$ cat src/disk_request_track_splitter_assert.svh
// Assertion macros used by the splitter RTL.
`ifndef DISK_REQUEST_TRACK_SPLITTER_ASSERT_SVH
`define DISK_REQUEST_TRACK_SPLITTER_ASSERT_SVH

`ifndef SYNTHESIS
// Same-cycle implication: whenever a holds, b holds too.
`define DTS_ASSERT_IMPLY(label, clk, rst_n, a, b) \
    label: assert property (@(posedge clk) disable iff (!rst_n) (a) |-> (b)) \
        else $error("splitter assertion failed");
// Next-cycle implication: whenever a holds, b holds in the next cycle.
`define DTS_ASSERT_NEXT(label, clk, rst_n, a, b) \
    label: assert property (@(posedge clk) disable iff (!rst_n) (a) |=> (b)) \
        else $error("splitter assertion failed");
`else
`define DTS_ASSERT_IMPLY(label, clk, rst_n, a, b)
`define DTS_ASSERT_NEXT(label, clk, rst_n, a, b)
`endif

`endif

$ cat src/dtsplit_pkg.sv
`default_nettype none

package dtsplit_pkg;

    // Fixed field widths
    localparam int ADDR_W = 16;
    localparam int SPT_W  = 6;
    localparam int CNT_W  = $clog2(ADDR_W + 1);

    // Commands
    localparam logic [1:0] CMD_XFER  = 2'd0;
    localparam logic [1:0] CMD_INVAL = 2'd1;
    localparam logic [1:0] CMD_HOMED = 2'd2;

    // Configuration register indexes
    localparam logic [1:0] REG_PRESENT = 2'd0;
    localparam logic [1:0] REG_SPT     = 2'd1;
    localparam logic [1:0] REG_HEADS   = 2'd2;
    localparam logic [1:0] REG_CAP     = 2'd3;

    // Divider status toward the sequencer
    typedef struct packed {
        logic busy;
        logic done;
    } div_status_t;

endpackage

`default_nettype wire

$ cat src/dtsplit_ifs.sv
`default_nettype none

// Request channel
interface dtsplit_req_if;
    logic        valid;
    logic        ready;
    logic [1:0]  cmd;
    logic [15:0] start_sector;
    logic [6:0]  sector_total;
    logic        is_write;

    modport source (output valid, output cmd, output start_sector,
                    output sector_total, output is_write, input ready);
    modport sink   (input valid, input cmd, input start_sector,
                    input sector_total, input is_write, output ready);
endinterface

// Chunk result channel
interface dtsplit_chunk_if;
    logic       valid;
    logic       ready;
    logic [7:0] cylinder;
    logic       head;
    logic [5:0] first_sector;
    logic [6:0] chunk_sectors;
    logic       seek_needed;
    logic       write_chunk;
    logic       error;
    logic       last;

    modport source (output valid, output cylinder, output head, output first_sector,
                    output chunk_sectors, output seek_needed, output write_chunk,
                    output error, output last, input ready);
    modport sink   (input valid, input cylinder, input head, input first_sector,
                    input chunk_sectors, input seek_needed, input write_chunk,
                    input error, input last, output ready);
endinterface

// Configuration write channel
interface dtsplit_cfg_if;
    logic       valid;
    logic       ready;
    logic [1:0] index;
    logic [6:0] data;

    modport source (output valid, output index, output data, input ready);
    modport sink   (input valid, input index, input data, output ready);
endinterface

`default_nettype wire

$ cat src/disk_request_track_splitter.sv
// Disk request track splitter.
// Channels: req (sink) takes a command item: transfer, invalidate cylinder
// cache or recalibrated. chunk (source) gives one item per track chunk with
// cylinder, head, 1-based first sector, count, seek flag, direction, error
// and last. cfg (sink) writes the geometry registers; it is always ready.
// Handshakes complete on a rising edge with valid and ready both high.
// Flow: a transfer runs the start address through a bit-serial divider
// (address / sectors_per_track), then registers chunks, one chunk per
// cycle while the receiver keeps ready high. A request holds the
// sequencer until its last chunk is registered. Cache commands and zero
// counts finish in the idle state as they are taken; the no-drive error
// passes through the error state, which waits for a free output register.
// req.ready is high only while the sequencer is idle. A stalled receiver
// holds the chunk output register and freezes chunk generation.
// Reset clears the cylinder cache, the sequencer and the output valid and
// loads the register defaults (no drive, 18 sectors, 2 heads, cap 18).
`default_nettype none

`include "disk_request_track_splitter_assert.svh"

module disk_request_track_splitter #(
    parameter int MAX_REQUEST = 64
) (
    input wire logic          clk,
    input wire logic          rst_n,
    dtsplit_cfg_if.sink       cfg,
    dtsplit_req_if.sink       req,
    dtsplit_chunk_if.source   chunk
);

    localparam int         LEFT_W = $clog2(MAX_REQUEST + 1);
    localparam logic [6:0] MAX7   = 7'(MAX_REQUEST);

    localparam logic [1:0] S_IDLE = 2'd0;
    localparam logic [1:0] S_DIV  = 2'd1;
    localparam logic [1:0] S_EMIT = 2'd2;
    localparam logic [1:0] S_ERR  = 2'd3;

    // Geometry registers
    logic       present_reg;
    logic [5:0] spt_reg;
    logic [1:0] heads_reg;
    logic [6:0] cap_reg;

    // Sequencer and cache
    logic [1:0]        state_reg, state_next;
    logic [7:0]        known_cyl_reg, known_cyl_next;
    logic              cyl_valid_reg, cyl_valid_next;
    logic [LEFT_W-1:0] left_reg, left_next;
    logic [16:0]       q_reg, q_next;
    logic [5:0]        off_reg, off_next;
    logic              wr_reg, wr_next;

    // Output register
    logic       out_valid_reg, out_valid_next;
    logic [7:0] o_cyl_reg, o_cyl_next;
    logic       o_head_reg, o_head_next;
    logic [5:0] o_first_reg, o_first_next;
    logic [6:0] o_cnt_reg, o_cnt_next;
    logic       o_seek_reg, o_seek_next;
    logic       o_wr_reg, o_wr_next;
    logic       o_err_reg, o_err_next;
    logic       o_last_reg, o_last_next;

    // Divider hookup
    logic                     div_start;
    dtsplit_pkg::div_status_t div_stat;
    logic [15:0]              div_quo;
    logic [5:0]               div_rem;

    // Effective geometry
    logic [5:0] spt_eff;
    logic       two_heads;
    logic [6:0] cap_eff;
    logic [6:0] total_sat;

    // Chunk arithmetic
    logic [6:0] room, left7, n_a, n_sel, off_sum;
    logic [7:0] cyl_cur;
    logic       hd_cur, seek_cur, wraps, out_free, req_fire;

    assign spt_eff   = (spt_reg == '0) ? 6'd1 : spt_reg;
    assign two_heads = heads_reg[1];
    assign cap_eff   = (cap_reg == '0) ? 7'd1 : ((cap_reg > MAX7) ? MAX7 : cap_reg);
    assign total_sat = (req.sector_total > MAX7) ? MAX7 : req.sector_total;

    assign room    = {1'b0, spt_eff} - {1'b0, off_reg};
    assign left7   = 7'(left_reg);
    assign n_a     = (room < left7) ? room : left7;
    assign n_sel   = (n_a < cap_eff) ? n_a : cap_eff;
    assign off_sum = {1'b0, off_reg} + n_sel;
    assign wraps   = (off_sum == {1'b0, spt_eff});

    // cylinder = q / heads, head = q % heads (heads is 2 if heads_reg[1] is set, else 1)
    assign cyl_cur  = two_heads ? q_reg[8:1] : q_reg[7:0];
    assign hd_cur   = two_heads & q_reg[0];
    assign seek_cur = !cyl_valid_reg || (known_cyl_reg != cyl_cur);

    assign out_free  = !out_valid_reg || chunk.ready;
    assign req.ready = (state_reg == S_IDLE);
    assign req_fire  = req.valid && req.ready;
    assign cfg.ready = 1'b1;

    assign div_start = req_fire && (req.cmd == dtsplit_pkg::CMD_XFER) && present_reg
                       && (req.sector_total != '0);

    dtsplit_div u_div (
        .clk       (clk),
        .rst_n     (rst_n),
        .start     (div_start),
        .dividend  (req.start_sector),
        .divisor   (spt_eff),
        .status    (div_stat),
        .quotient  (div_quo),
        .remainder (div_rem)
    );

    // Sequencer
    always_comb
    begin
        state_next     = state_reg;
        known_cyl_next = known_cyl_reg;
        cyl_valid_next = cyl_valid_reg;
        left_next      = left_reg;
        q_next         = q_reg;
        off_next       = off_reg;
        wr_next        = wr_reg;
        out_valid_next = out_valid_reg && !chunk.ready;
        o_cyl_next     = o_cyl_reg;
        o_head_next    = o_head_reg;
        o_first_next   = o_first_reg;
        o_cnt_next     = o_cnt_reg;
        o_seek_next    = o_seek_reg;
        o_wr_next      = o_wr_reg;
        o_err_next     = o_err_reg;
        o_last_next    = o_last_reg;

        unique case (state_reg)
            S_IDLE:
            begin
                if (req_fire)
                begin
                    wr_next = req.is_write;
                    case (req.cmd)
                        dtsplit_pkg::CMD_XFER:
                        begin
                            if (!present_reg)
                                state_next = S_ERR;
                            else if (req.sector_total != '0)
                            begin
                                left_next  = LEFT_W'(total_sat);
                                state_next = S_DIV;
                            end
                        end
                        dtsplit_pkg::CMD_INVAL:
                            cyl_valid_next = 1'b0;
                        dtsplit_pkg::CMD_HOMED:
                        begin
                            known_cyl_next = '0;
                            cyl_valid_next = 1'b1;
                        end
                        default: ;
                    endcase
                end
            end
            S_DIV:
            begin
                if (div_stat.done)
                begin
                    q_next     = {1'b0, div_quo};
                    off_next   = div_rem;
                    state_next = S_EMIT;
                end
            end
            S_EMIT:
            begin
                if (out_free)
                begin
                    out_valid_next = 1'b1;
                    o_cyl_next     = cyl_cur;
                    o_head_next    = hd_cur;
                    o_first_next   = off_reg + 6'd1;
                    o_cnt_next     = n_sel;
                    o_seek_next    = seek_cur;
                    o_wr_next      = wr_reg;
                    o_err_next     = 1'b0;
                    o_last_next    = (left7 == n_sel);
                    known_cyl_next = cyl_cur;
                    cyl_valid_next = 1'b1;
                    left_next      = LEFT_W'(left7 - n_sel);
                    if (wraps)
                    begin
                        off_next = '0;
                        q_next   = q_reg + 17'd1;
                    end
                    else
                        off_next = off_sum[5:0];
                    if (left7 == n_sel)
                        state_next = S_IDLE;
                end
            end
            S_ERR:
            begin
                if (out_free)
                begin
                    out_valid_next = 1'b1;
                    o_cyl_next     = '0;
                    o_head_next    = 1'b0;
                    o_first_next   = '0;
                    o_cnt_next     = '0;
                    o_seek_next    = 1'b0;
                    o_wr_next      = wr_reg;
                    o_err_next     = 1'b1;
                    o_last_next    = 1'b1;
                    state_next     = S_IDLE;
                end
            end
            default: state_next = S_IDLE;
        endcase
    end

    // Control state and configuration
    always_ff @(posedge clk or negedge rst_n)
    begin
        if (!rst_n)
        begin
            state_reg     <= S_IDLE;
            known_cyl_reg <= '0;
            cyl_valid_reg <= 1'b0;
            left_reg      <= '0;
            out_valid_reg <= 1'b0;
            present_reg   <= 1'b0;
            spt_reg       <= 6'd18;
            heads_reg     <= 2'd2;
            cap_reg       <= 7'd18;
        end
        else
        begin
            state_reg     <= state_next;
            known_cyl_reg <= known_cyl_next;
            cyl_valid_reg <= cyl_valid_next;
            left_reg      <= left_next;
            out_valid_reg <= out_valid_next;
            if (cfg.valid && cfg.ready)
            begin
                unique case (cfg.index)
                    dtsplit_pkg::REG_PRESENT: present_reg <= cfg.data[0];
                    dtsplit_pkg::REG_SPT:     spt_reg     <= cfg.data[5:0];
                    dtsplit_pkg::REG_HEADS:   heads_reg   <= cfg.data[1:0];
                    dtsplit_pkg::REG_CAP:     cap_reg     <= cfg.data;
                    default: ;
                endcase
            end
        end
    end

    // Payload registers
    always_ff @(posedge clk)
    begin
        q_reg       <= q_next;
        off_reg     <= off_next;
        wr_reg      <= wr_next;
        o_cyl_reg   <= o_cyl_next;
        o_head_reg  <= o_head_next;
        o_first_reg <= o_first_next;
        o_cnt_reg   <= o_cnt_next;
        o_seek_reg  <= o_seek_next;
        o_wr_reg    <= o_wr_next;
        o_err_reg   <= o_err_next;
        o_last_reg  <= o_last_next;
    end

    assign chunk.valid         = out_valid_reg;
    assign chunk.cylinder      = o_cyl_reg;
    assign chunk.head          = o_head_reg;
    assign chunk.first_sector  = o_first_reg;
    assign chunk.chunk_sectors = o_cnt_reg;
    assign chunk.seek_needed   = o_seek_reg;
    assign chunk.write_chunk   = o_wr_reg;
    assign chunk.error         = o_err_reg;
    assign chunk.last          = o_last_reg;

    // A normal chunk always moves at least one sector
    `DTS_ASSERT_IMPLY(a_chunk_nonzero, clk, rst_n, chunk.valid && !chunk.error,
                      chunk.chunk_sectors != '0)
    // Error item is a lone, empty, final item
    `DTS_ASSERT_IMPLY(a_err_shape, clk, rst_n, chunk.valid && chunk.error,
                      chunk.last && (chunk.chunk_sectors == '0))
    // Track offset stays inside the track and sectors remain while chunks are cut
    `DTS_ASSERT_IMPLY(a_off_in_track, clk, rst_n, state_reg == S_EMIT,
                      (off_reg < spt_eff) && (left_reg != '0))
    // Divider is launched only when idle and is busy right after
    `DTS_ASSERT_NEXT(a_div_launch, clk, rst_n, div_start, div_stat.busy)

endmodule

`default_nettype wire

$ cat src/dtsplit_div.sv
`default_nettype none

// Restoring divider, one quotient bit per cycle.
module dtsplit_div (
    input  wire logic                            clk,
    input  wire logic                            rst_n,
    input  wire logic                            start,
    input  wire logic [dtsplit_pkg::ADDR_W-1:0]  dividend,
    input  wire logic [dtsplit_pkg::SPT_W-1:0]   divisor,
    output dtsplit_pkg::div_status_t             status,
    output logic      [dtsplit_pkg::ADDR_W-1:0]  quotient,
    output logic      [dtsplit_pkg::SPT_W-1:0]   remainder
);

    logic [dtsplit_pkg::CNT_W-1:0]  cnt_reg, cnt_next;
    logic                           done_reg, done_next;
    logic [dtsplit_pkg::ADDR_W-1:0] quo_reg, quo_next;
    logic [dtsplit_pkg::SPT_W-1:0]  rem_reg, rem_next;
    logic [dtsplit_pkg::SPT_W-1:0]  div_reg, div_next;
    logic [dtsplit_pkg::SPT_W:0]    trial;
    logic                           fits;

    assign trial = {rem_reg, quo_reg[dtsplit_pkg::ADDR_W-1]};
    assign fits  = trial >= {1'b0, div_reg};

    always_comb
    begin
        cnt_next  = cnt_reg;
        done_next = 1'b0;
        quo_next  = quo_reg;
        rem_next  = rem_reg;
        div_next  = div_reg;
        if (start)
        begin
            cnt_next = dtsplit_pkg::CNT_W'(dtsplit_pkg::ADDR_W);
            quo_next = dividend;
            rem_next = '0;
            div_next = divisor;
        end
        else if (cnt_reg != '0)
        begin
            cnt_next = cnt_reg - 1'b1;
            quo_next = {quo_reg[dtsplit_pkg::ADDR_W-2:0], fits};
            rem_next = fits ? dtsplit_pkg::SPT_W'(trial - {1'b0, div_reg})
                            : trial[dtsplit_pkg::SPT_W-1:0];
            done_next = (cnt_reg == dtsplit_pkg::CNT_W'(1));
        end
    end

    always_ff @(posedge clk or negedge rst_n)
    begin
        if (!rst_n)
        begin
            cnt_reg  <= '0;
            done_reg <= 1'b0;
        end
        else
        begin
            cnt_reg  <= cnt_next;
            done_reg <= done_next;
        end
    end

    always_ff @(posedge clk)
    begin
        quo_reg <= quo_next;
        rem_reg <= rem_next;
        div_reg <= div_next;
    end

    assign status.busy = (cnt_reg != '0);
    assign status.done = done_reg;
    assign quotient    = quo_reg;
    assign remainder   = rem_reg;

endmodule

`default_nettype wire
$ cat src/flat_wrapper.sv
// flat-port wrapper written by rule: the top's interface ports become plain ports
module disk_request_track_splitter_flat 
#(
    parameter int MAX_REQUEST = 64
)
  (clk, rst_n, cfg_valid, cfg_index, cfg_data, cfg_ready, req_valid, req_cmd, req_start_sector, req_sector_total, req_is_write, req_ready, chunk_valid, chunk_cylinder, chunk_head, chunk_first_sector, chunk_chunk_sectors, chunk_seek_needed, chunk_write_chunk, chunk_error, chunk_last, chunk_ready);
  dtsplit_cfg_if cfg_i ();
  dtsplit_req_if req_i ();
  dtsplit_chunk_if chunk_i ();
  input wire logic clk;
  input wire logic rst_n;
  input wire logic [$bits(cfg_i.valid)-1:0] cfg_valid;
  input wire logic [$bits(cfg_i.index)-1:0] cfg_index;
  input wire logic [$bits(cfg_i.data)-1:0] cfg_data;
  output wire logic [$bits(cfg_i.ready)-1:0] cfg_ready;
  input wire logic [$bits(req_i.valid)-1:0] req_valid;
  input wire logic [$bits(req_i.cmd)-1:0] req_cmd;
  input wire logic [$bits(req_i.start_sector)-1:0] req_start_sector;
  input wire logic [$bits(req_i.sector_total)-1:0] req_sector_total;
  input wire logic [$bits(req_i.is_write)-1:0] req_is_write;
  output wire logic [$bits(req_i.ready)-1:0] req_ready;
  output wire logic [$bits(chunk_i.valid)-1:0] chunk_valid;
  output wire logic [$bits(chunk_i.cylinder)-1:0] chunk_cylinder;
  output wire logic [$bits(chunk_i.head)-1:0] chunk_head;
  output wire logic [$bits(chunk_i.first_sector)-1:0] chunk_first_sector;
  output wire logic [$bits(chunk_i.chunk_sectors)-1:0] chunk_chunk_sectors;
  output wire logic [$bits(chunk_i.seek_needed)-1:0] chunk_seek_needed;
  output wire logic [$bits(chunk_i.write_chunk)-1:0] chunk_write_chunk;
  output wire logic [$bits(chunk_i.error)-1:0] chunk_error;
  output wire logic [$bits(chunk_i.last)-1:0] chunk_last;
  input wire logic [$bits(chunk_i.ready)-1:0] chunk_ready;
  assign cfg_i.valid = cfg_valid;
  assign cfg_i.index = cfg_index;
  assign cfg_i.data = cfg_data;
  assign cfg_ready = cfg_i.ready;
  assign req_i.valid = req_valid;
  assign req_i.cmd = req_cmd;
  assign req_i.start_sector = req_start_sector;
  assign req_i.sector_total = req_sector_total;
  assign req_i.is_write = req_is_write;
  assign req_ready = req_i.ready;
  assign chunk_valid = chunk_i.valid;
  assign chunk_cylinder = chunk_i.cylinder;
  assign chunk_head = chunk_i.head;
  assign chunk_first_sector = chunk_i.first_sector;
  assign chunk_chunk_sectors = chunk_i.chunk_sectors;
  assign chunk_seek_needed = chunk_i.seek_needed;
  assign chunk_write_chunk = chunk_i.write_chunk;
  assign chunk_error = chunk_i.error;
  assign chunk_last = chunk_i.last;
  assign chunk_i.ready = chunk_ready;
  disk_request_track_splitter #(.MAX_REQUEST(MAX_REQUEST)) u_core (.clk(clk), .rst_n(rst_n), .cfg(cfg_i), .req(req_i), .chunk(chunk_i));
endmodule
$ cat config.mk
export PLATFORM = sky130hd
export DESIGN_NAME = disk_request_track_splitter_flat
export DESIGN_NICKNAME = d
export VERILOG_FILES = /design/src/dtsplit_pkg.sv /design/src/dtsplit_ifs.sv /design/src/disk_request_track_splitter.sv /design/src/dtsplit_div.sv /design/src/flat_wrapper.sv
export VERILOG_INCLUDE_DIRS = /design/src /design/src/src
export SDC_FILE = /design/constraint.sdc
export NUM_CORES = 1
export LEC_CHECK = 0
export BUFFER_PORTS_ARGS = -buffer_cell sky130_fd_sc_hd__buf_4
export CORE_ASPECT_RATIO = 1.75
export CORE_MARGIN = 2
export CORE_UTILIZATION = 60
export CTS_BUF_LIST = sky130_fd_sc_hd__clkbuf_4 sky130_fd_sc_hd__clkbuf_8
export DETAILED_ROUTE_END_ITERATION = 10
export PLACE_DENSITY = 0.81
export SYNTH_ARGS = -nofsm -noshare
export SYNTH_HDL_FRONTEND = slang
export SYNTH_SLANG_ARGS = --single-unit
$ cat constraint.sdc
create_clock -name clk -period 19.4 [get_ports clk]
set_input_delay 0.97 -clock clk [delete_from_list [all_inputs] [get_ports clk]]
set_output_delay 0.97 -clock clk [all_outputs]
set_load 0.01 [all_outputs]
After elaboration in Yosys (flattened, before gate mapping) --
Cells that the tools add are included.
Word-level totals: register bits after elaboration 119, output and inout port bits 29
Cells by class: add/subtract/negate cells 7, $lt $le $gt $ge 5, eq/ne operators 24, multiplexer cells 63, bitwise logic cells 1, reduce and logical (&&, ||, !) cells 35
Operators with widths (number):
- 7-bit 2-to-1 mux | 12
- 17-bit 2-to-1 mux | 3
- 6-bit 2-to-1 mux | 7
- 8-bit 2-to-1 mux | 5
- 17-bit case mux with 2 select lines | 1
- 16-bit 2-to-1 mux | 2
- 8-bit case mux with 2 select lines | 2
- 7-bit case mux with 2 select lines | 2
- 6-bit case mux with 2 select lines | 2
- 17-bit by 1-bit adder with 17-bit output (second input constant) | 1
- 2-bit 2-to-1 mux | 8
- 7-bit > comparator (second input constant) | 2
- 7-bit less-than comparator | 2
- 2-bit != test (second input constant) | 6
- 1-bit case mux with 2 select lines | 6
- 2-bit AND reduction | 6
- 4-bit AND reduction | 3
- 2-bit equality test (second input constant) | 5
- 1-bit 2-to-1 mux | 10
- 5-bit 2-to-1 mux | 2
- 2-bit by 1-bit != test with 1-bit output (second input constant) | 4
- 8-bit != test | 1
- 2-bit case mux with 4 select lines | 1
- 2-bit nonzero test | 4
- other kinds (25) | 38

Depth between registers and ports, before layout --
Gate-level depths: netlist of the first run.
word-level depth 12, depth in mapped cells 36

Hierarchy --
A second synthesis of the first run with hierarchy kept.
Second synthesis, totals: cells, all modules 652, area total of the unflattened synthesis 6700.2 µm²
Modules (own cells, without submodules):
- disk_request_track_splitter | instances 1, cells each 509, area an instance 4964.8 µm²
- dtsplit_div | instances 1, cells each 143, area an instance 1735.4 µm²

Worst setup path after synthesis of the first run --
Ideal clock, no wire load.
path kind register -> register, from reg u_core.spt_reg[4], to reg u_core.q_reg[0], enable pin, library setup time 0.336 ns, arrival 7.301 ns, setup slack 11.763 ns, cell stages (with the launch flop) 36, path buffers 2, path through dfstp_2 nor2_1 a21oi_1 ha_1 inv_1 fa_1 nand2_1 nand2_1 a21oi_1 xnor2_1 ha_1 a211o_1 a21oi_2 o21a_4 clkbuf_1 nor2_1 a21oi_1 inv_1 ha_1 a21o_1 a21o_1 a211o_1 o21bai_1 nor2_1 clkbuf_1 nor2_1 a21oi_1 fa_1 nor2b_1 o21ai_1 nand2b_1 xnor2_1 xnor2_1 or4_1 a2111oi_4 o21a_1
Between the ends: cells in the longest elaborated chain, start to end 11
RTL lines:
- start: declaration | RTL line disk_request_track_splitter.sv:41 | logic [5:0] spt_reg;
- start signal: assignment | RTL line disk_request_track_splitter.sv:248 | dtsplit_pkg::REG_SPT: spt_reg <= cfg.data[5:0];
- 6-bit zero test | RTL line disk_request_track_splitter.sv:82 | assign spt_eff = (spt_reg == '0) ? 6'd1 : spt_reg;
- 6-bit 2-to-1 mux * | RTL line disk_request_track_splitter.sv:82
- 6-bit by 6-bit subtractor with 7-bit output | RTL line disk_request_track_splitter.sv:87 | assign room = {1'b0, spt_eff} - {1'b0, off_reg};
- 7-bit less-than comparator | RTL line disk_request_track_splitter.sv:89 | assign n_a = (room < left7) ? room : left7;
- 7-bit 2-to-1 mux | RTL line disk_request_track_splitter.sv:89
- 7-bit less-than comparator | RTL line disk_request_track_splitter.sv:90 | assign n_sel = (n_a < cap_eff) ? n_a : cap_eff;
- 7-bit 2-to-1 mux | RTL line disk_request_track_splitter.sv:90
- 6-bit by 7-bit adder with 7-bit output | RTL line disk_request_track_splitter.sv:91 | assign off_sum = {1'b0, off_reg} + n_sel;
- 7-bit by 6-bit equality test with 1-bit output * | RTL line disk_request_track_splitter.sv:92 | assign wraps = (off_sum == {1'b0, spt_eff});
- 2-bit by 1-bit != test with 1-bit output (no source line) *
- 4-bit AND reduction (no source line) *
- end signal: assignment | RTL line disk_request_track_splitter.sv:260 | q_reg <= q_next;
- end: declaration | RTL line disk_request_track_splitter.sv:50 | logic [16:0] q_reg, q_next;
Every way passes the cells marked *; elsewhere a longest branch is shown, timed or not. A chain may end at the register's enable or synchronous reset.

Final worst setup path of the first run --
from reg u_core.spt_reg[1], to reg u_core.q_reg[0], enable pin
Between the ends: cells in the longest elaborated chain, start to end 11
RTL lines:
- 6-bit zero test | RTL line disk_request_track_splitter.sv:82
- 6-bit 2-to-1 mux * | RTL line disk_request_track_splitter.sv:82
- 6-bit by 6-bit subtractor with 7-bit output * | RTL line disk_request_track_splitter.sv:87
- 7-bit less-than comparator | RTL line disk_request_track_splitter.sv:89
- 7-bit 2-to-1 mux * | RTL line disk_request_track_splitter.sv:89
- 7-bit less-than comparator | RTL line disk_request_track_splitter.sv:90
- 7-bit 2-to-1 mux * | RTL line disk_request_track_splitter.sv:90
- named net u_core.n_sel[0] | RTL line disk_request_track_splitter.sv:78 | logic [6:0] room, left7, n_a, n_sel, off_sum;
- 6-bit by 7-bit adder with 7-bit output * | RTL line disk_request_track_splitter.sv:91
- 7-bit by 6-bit equality test with 1-bit output * | RTL line disk_request_track_splitter.sv:92
- 2-bit by 1-bit != test with 1-bit output (no source line) *
- 4-bit AND reduction (no source line) *
The timed path passes the listed nets; every way through them passes the cells marked *.

==> results of run 1 <==
## layer usage
| layer | wire length, µm | part of all wire (%) | track usage (%) |
|---|---|---|---|
| met5 | 0 | 0 | 0 |
| met4 | 564 | 3.7 | 11.7 |
| met1 | 5910 | 39 | 31.6 |
| met3 | 738 | 4.8 | 4.06 |
| met2 | 8070 | 53 | 47.2 |
## final cells by class
type                       count  area, µm²
clock buffer                   9        124
clock inverter                 7        100
inverter                      48        180
timing repair buffer          68        510
multi-input combinational    478       3230
sequential                   110       3050
tap                          130        163
fill                         815       3340
## layout by cell type (no fill, tap or decap), drive strengths merged, types with 5 or more instances in the layout
cell    count
edfxtp     64
buf        68
xnor2      32
nor2b       6
dfrtp      35
o31ai      15
and3        8
mux2       19
dfxtp       6
xor2       13
nor3       10
o21ai      28
dfstp       5
ha         44
nor2       63
nand3      11
a21o        6
inv        50
clkbuf      9
nor4        6
a211oi      6
a21oi      40
nand2      95
mux2i      17
## kinds of logic (layout without fill, tap and decap cells)
group / Yosys count / after routing / synth area share, %
AO/OA/AOI/OAI: 128 / 128 / 12.8
XOR/XNOR: 45 / 45 / 5.99
adder cells (fa/ha/maj): 48 / 48 / 9.59
buffers and inverters: 79 / 132 / 4.57
flip-flops: 110 / 110 / 46.4
multiplexers: 36 / 36 / 5.84
other: 1 / 1 / 0.0570
AND/OR/NAND/NOR: 220 / 220 / 14.7
## stage by stage
step                      cell area [µm²]  hold slack, ns  utilization, %  worst slack [ns]
after floorplan                      6580           0.400               -             11.76
after global placement               7130           0.419            66.7             11.25
after detailed placement             7130           0.432            66.7             11.02
after CTS                            7360           0.470            68.8             10.97
after global routing                 7360           0.467            68.8             10.38
final                                7360           0.465            68.8             10.89
## worst paths after layout
check | from | endpoint | slack, ns | depth (start not counted)
worst max-delay path | u_core.spt_reg[1]$_DFFE_PN1P_ | u_core.q_reg[0]$_DFFE_PP_ | 10.89 | 34
worst max register to register | u_core.spt_reg[1]$_DFFE_PN1P_ | u_core.q_reg[0]$_DFFE_PP_ | 10.89 | 34
worst min register to register | u_core.wr_reg$_DFFE_PP_ | u_core.chunk.write_chunk$_DFFE_PP_ | 0.46 | 0
max in group asynchronous | rst_n | u_core.spt_reg[2]$_DFFE_PN0P_ | 18.42 | 1
worst min-delay path | u_core.wr_reg$_DFFE_PP_ | u_core.chunk.write_chunk$_DFFE_PP_ | 0.46 | 0
min in group asynchronous | rst_n | u_core.cap_reg[6]$_DFFE_PN0P_ | 0.58 | 1
## critical path, delay by kind of cell, from the launching register on
family                     cells  cell delay (ns)
AOI/OAI and AO/OA             13             3.10
adders and majority gates      6             1.85
xor gates and xnor gates       3             0.45
and+or+nand+nor                8             1.66
buffers and inverters          3             0.18
DFF                            1             0.62
muxes                          1             0.33
==> qor.csv, run 1 <==
stage,metric,value,unit
synthesis,syn-num-nets,755,
synthesis,synth_seq_cells,110,
route,routed_wl,15300,µm
critical_path,cp_common_cell,ha_1,
outcome,status,finished clean,
route,num_vias,5005,
die,dieArea,0.0118,mm²
timing,worst-slew-pin-transition,1.20,ns
critical_path,required,19.45,ns
route,ant_nets,0,
global_routing,antenna_found_initial,0,
timing,setup_viol,0,
clock_tree,path_clk_slew,0.11,ns
final_layout,finalNonFillerCells,850,
final_layout,n_antenna_cell,0,
hold_path,min_path_type,flop to flop,
clock_tree,cts-resized-gates,0,
critical_path,critPathMaxFanout,15,
synthesis,synthFlopType,edfxtp_1,
place,dp.cells,834,
route,drc_errors,0,
timing,fin_crit,8.51,ns
final_layout,drive_gt1_share,16.3,%
clock_tree,cts_buffers,9,
clock_tree,clock-sinks,110,
route,post_drt_wl_per_cell,18.0,µm
critical_path,arrival,8.56,ns
place,gp_congestion,0.928,
critical_path,crit_slowest_cell,dfstp_2,
die,core,0.0107,mm²
synthesis,synth_top_area_share,29.2,%
final_layout,syn_to_final_growth,11.9,%
clock_tree,clk_latency,0.38,ns
timing,tns,0,ns
synthesis,yosysTopAreaCell,edfxtp_1,
critical_path,end_kind,flop,
clock_tree,post_cts_buffers,0,
global_routing,grtUsageTotal,26.5,%
timing,drv_slew,0,
global_routing,grt_overflow,0,
clock_tree,cts-root-buf,clkbuf_8,
synthesis,synth_edf_count,64,
die,pin_count,69,
timing,fmax,0.118,GHz
place,dp_hpwl,11800,µm
timing,slew_headroom,20.0,%
timing,rsz0062_at_grt,false,
route,viasPerCell,5.89,
timing,clock_skew,0.0162,ns
global_routing,first_global_vias,4956,
clock_tree,cts_buffer_depth,2,
synthesis,ys_seq_area_share,46.4,%
synthesis,yosysWarnings,0,
synthesis,synth_most_common_cell,nand2_1,
timing,final.period_utilization,43.9,%
critical_path,criticalPathCategory,flop to flop,
die,die_width,83.1,µm
die,start_util,61.5,%
synthesis,ys_top_cells_by_count,"95 x nand2_1, 64 x edfxtp_1, 63 x nor2_1, 46 x inv_1, 44 x ha_1",
die,die_y,142,µm
synthesis,synth_area_per_cell,9.86,µm²
timing,final_hold_viol_count,0,
synthesis,syn_inst,667,
synthesis,synth_area,0.00658,mm²
route,drt_iter0_markers,270,
clock_tree,ctsHtreeMaxLevel,3,
flow_run,drv_cap,0,
clock_tree,hold_buffers,0,
clock_tree,cts_tree,done,
critical_path,cp_slowest_stage_delay,0.62,ns
synthesis,yosys-top-cells-area,"edfxtp_1 29%, dfrtp_1 13%, ha_1 8.4%",
final_layout,largest_register_ffs,16,
global_routing,grt_max_degree,41,
synthesis,synth.distinct_cells,60,
critical_path,worst_setup_path_start_kind,flop,
die,num_rows,50,
global_routing,grt_pass1_wl,24800,µm
synthesis,postSynth.asyncResetShare,36.4,%
route,dr.pass1.iters,6,
place,portBuffers,67,
final_layout,fin_nets,803,
Power of run 1 is not shown: default switching activity piles up to over one toggle a cycle in this logic, so the estimate is an artifact.
==> run 2, diff against run 1 <==
ABC_AREA = 1   (was unset)
CORE_UTILIZATION = 56   (was 60)
PLACE_DENSITY = 0.79   (was 0.81)
clock period = 7.2 ns   (was 19.4 ns; I/O delays follow)
==> run 2 against run 1 <==
  * Wire length shrank 4.8%
  * Setup slack got worse by 10 ns
  * Sequential share of layout area shrank 0.53 points
  * First-iteration DRC count down 6.7%
  * Cell count up 18%
  * Largest cell class is now sequential cells
  * Highest routed layer unchanged
==> qor.csv, run 2 <==
stage,metric,value,unit,change
clock_tree,cts_buffers,9,,unchanged
global_routing,globalRouteMet3Util,3.80,%,-0.26 points
die,die_y,148,µm,+3.8%
clock_tree,cts-root-buf,clkbuf_8,,
timing,clock_skew,0.0132,ns,-0.00296 ns
timing,final.period_utilization,92.5,%,+49 points
synthesis,ys_top_cells_by_count,"190 x nand2_1, 115 x inv_1, 85 x nor2_1, 64 x edfxtp_1, 62 x o21ai_0",,
final_layout,layout_common_cells,"190 x nand2_1, 115 x inv_1, 84 x nor2_1, 70 x buf_4, 64 x edfxtp_1",,
critical_path,crit_slowest_cell,dfstp_2,,
place,dp_hpwl,11100,µm,-6.1%
route,post_drt_wl_per_cell,14.5,µm,-19%
clock_tree,cts_buffer_depth,2,,unchanged
global_routing,grt_max_degree,41,,unchanged
route,drc_errors,0,,unchanged
final_layout,drive_gt1_share,14.0,%,-2.2 points
synthesis,synth_area_per_cell,8.24,µm²,-16%
final_layout,finalNonFillerCells,1004,,+18%
hold_path,min_path_type,input pin to flop,,
timing,drv_slew,0,,unchanged
die,start_util,57.2,%,-4.2 points
final_layout,syn_to_final_growth,12.4,%,
final_layout,n_antenna_cell,0,,unchanged
timing,fin_crit,6.66,ns,-1.85 ns
timing,tns,0,ns,unchanged
clock_tree,clock-sinks,110,,unchanged
critical_path,reg2reg_depth,38,,+12%
global_routing,busiest_layer,met2,,
synthesis,synth_most_common_cell,nand2_1,,
critical_path,criticalPathCategory,flop to flop,,
route,routed_wl,14500,µm,-4.8%
flow_run,drv_cap,0,,unchanged
clock_tree,path_clk_slew,0.12,ns,about the same
final_layout,final-seq-area,0.00305,mm²,unchanged
route,drt_iter0_markers,252,,-6.7%
place,dp.cells,986,,+18%
global_routing,antenna_found_initial,0,,unchanged
place,gp_congestion,0.844,,-9.1%
synthesis,postSynth.asyncResetShare,36.4,%,unchanged
critical_path,reg2reg_to,u_core.q_reg[0]$_DFFE_PP_,,
route,ant_nets,0,,unchanged
global_routing,grt_overflow,0,,unchanged
global_routing,grt_pass1_wl,24000,µm,-2.9%
synthesis,synthFlopType,edfxtp_1,,
critical_path,arrival,6.77,ns,-1.79 ns
synthesis,synth.distinct_cells,44,,-27%
final_layout,fin_nets,952,,+19%
synthesis,yosysWarnings,0,,unchanged
synthesis,yosys-top-cells-area,"edfxtp_1 29%, dfrtp_1 13%, nand2_1 11%",,
final_layout,final_common_cell,nand2_1,,
die,die_width,86.3,µm,+3.7%
critical_path,critPathMaxFanout,9,,-6
synthesis,synth_area,0.00663,mm²,+0.82%
final_layout,largest_register_ffs,16,,unchanged
critical_path,end_kind,flop,,
die,pin_count,69,,unchanged
timing,final_hold_viol_count,0,,unchanged
synthesis,synth_seq_cells,110,,unchanged
synthesis,syn_inst,805,,+21%
timing,worst-slew-pin-transition,1.13,ns,-0.0707 ns
timing,setup_viol,0,,unchanged
hold_path,holdPathEnd,u_core.wr_reg$_DFFE_PP_,,
synthesis,ys_seq_area_share,46.0,%,-0.38 points
critical_path,required,7.32,ns,-12.13 ns
final_layout,n_fill_cell,1013,,+24%
global_routing,first_global_vias,5320,,+7.3%
global_routing,use_met2,43.3,%,-3.9 points
timing,slew_headroom,24.8,%,+4.7 points
synthesis,synth_edf_count,64,,unchanged
global_routing,met1_usage,26.6,%,-5.0 points
final_layout,multi_input_area,0.00304,mm²,-5.9%
clock_tree,cts_tree,done,,
critical_path,cp_slowest_stage_delay,0.62,ns,about the same
critical_path,r2r_slack,0.54,ns,-10.35 ns
route,viasPerCell,5.49,,-6.8%
route,num_vias,5507,,+10%
synthesis,yosysTopAreaCell,edfxtp_1,,
timing,fmax,0.150,GHz,+28%
route,dr.pass1.iters,5,,-1
critical_path,cp_common_cell,nand2_1,,
global_routing,grtUsageTotal,23.9,%,-2.6 points
critical_path,worst_setup_path_start_kind,flop,,
synthesis,syn-num-nets,893,,+18%
place,portBuffers,67,,unchanged
hold_path,min_from,req_is_write,,
outcome,status,finished clean,,
die,dieArea,0.0128,mm²,+7.7%
synthesis,synth_top_area_share,29.0,%,-0.24 points
die,num_rows,52,,+4.0%
die,core,0.0116,mm²,+8.3%
clock_tree,ctsHtreeMaxLevel,3,,unchanged
hold_path,whs_path_depth,1,,+1
clock_tree,clk_latency,0.40,ns,+0.02 ns
critical_path,reg2reg_from,u_core.spt_reg[1]$_DFFE_PN1P_,,
## run 2: cell types whose count changed in the layout (fill, tap and decap cells not counted), sizes merged, moves of 6 or more
cell	previous run	this run
o21ai	28	74
and3	8	1
a21oi	40	34
a21o	6	0
mux2i	17	0
inv	50	127
nand3	11	42
nor2	63	86
o31ai	15	2
mux2	19	0
xnor2	32	6
nand2	95	197
nor2b	6	0
## run 2: kinds of logic after synthesis
kind of cell | count (synthesis) | share of synthesized area (%)
other | 1 | 0.0566
AND/OR/NAND/NOR | 348 | 21.7
buffers and inverters | 146 | 8.40
XOR/XNOR | 21 | 2.77
adder cells (fa/ha/maj) | 48 | 9.51
flip-flops | 110 | 46.0
AO/OA/AOI/OAI | 131 | 11.5
## run 2: cell type report
cell class | instances | share of cell area, %
clock buffer | 9 | 1.66
clock inverter | 7 | 0.974
inverter | 123 | 6.20
multi-input combinational | 549 | 40.8
sequential | 110 | 40.9
tap | 135 | 2.27
timing repair buffer | 71 | 7.19
## run 2: metal layers
layer	part of all wire, %	up-vias
met4	3.6	0
li1	-	2755
met5	0	-
met2	53	147
met3	4.1	41
met1	40	2564
## run 2: stage by stage
stage,hold WS [ns],setup slack [ns],cell area (µm²),util [%]
2_1_floorplan,0.0644,0.962,6630,-
3_3_place_gp,0.390,0.792,7220,62.4
5_1_grt,0.134,-0.0431,7450,64.3
6_report,0.132,0.541,7450,64.3
3_5_place_dp,0.388,0.600,7220,62.4
4_1_cts,0.129,0.577,7430,64.2
## run 2: critical path, delay by kind of cell (launching register included)
family / cells / cell delay [ns]
adder cells (fa/ha/maj): 6 / 1.81
AND/OR/NAND/NOR: 16 / 1.47
AO/OA/AOI/OAI: 7 / 1.38
flip-flops: 1 / 0.62
buffers and inverters: 6 / 0.59
XOR/XNOR: 3 / 0.51
## run 2: repair_timing
item | CTS | global route
hold buffers | 1 | 0
gates resized for setup | 0 | 2
setup buffers | 0 | 1
setup endpoints to repair | 0 | 9
endpoints found under the hold margin | 35 | 0
## run 2: worst max path at each step
stage	endpoint	start	slack, ns
after floorplan	u_core.q_reg[0]$_DFFE_PP_	u_core.spt_reg[4]$_DFFE_PN1P_	0.96
after global placement	u_core.q_reg[6]$_DFFE_PP_	u_core.spt_reg[1]$_DFFE_PN1P_	0.79
after detailed placement	u_core.q_reg[5]$_DFFE_PP_	u_core.spt_reg[1]$_DFFE_PN1P_	0.60
after CTS	u_core.q_reg[3]$_DFFE_PP_	u_core.spt_reg[1]$_DFFE_PN1P_	0.58
after global routing	u_core.q_reg[0]$_DFFE_PP_	u_core.spt_reg[1]$_DFFE_PN1P_	-0.04
final	u_core.q_reg[0]$_DFFE_PP_	u_core.spt_reg[1]$_DFFE_PN1P_	0.54
Power of run 2 is left out for the same reason.
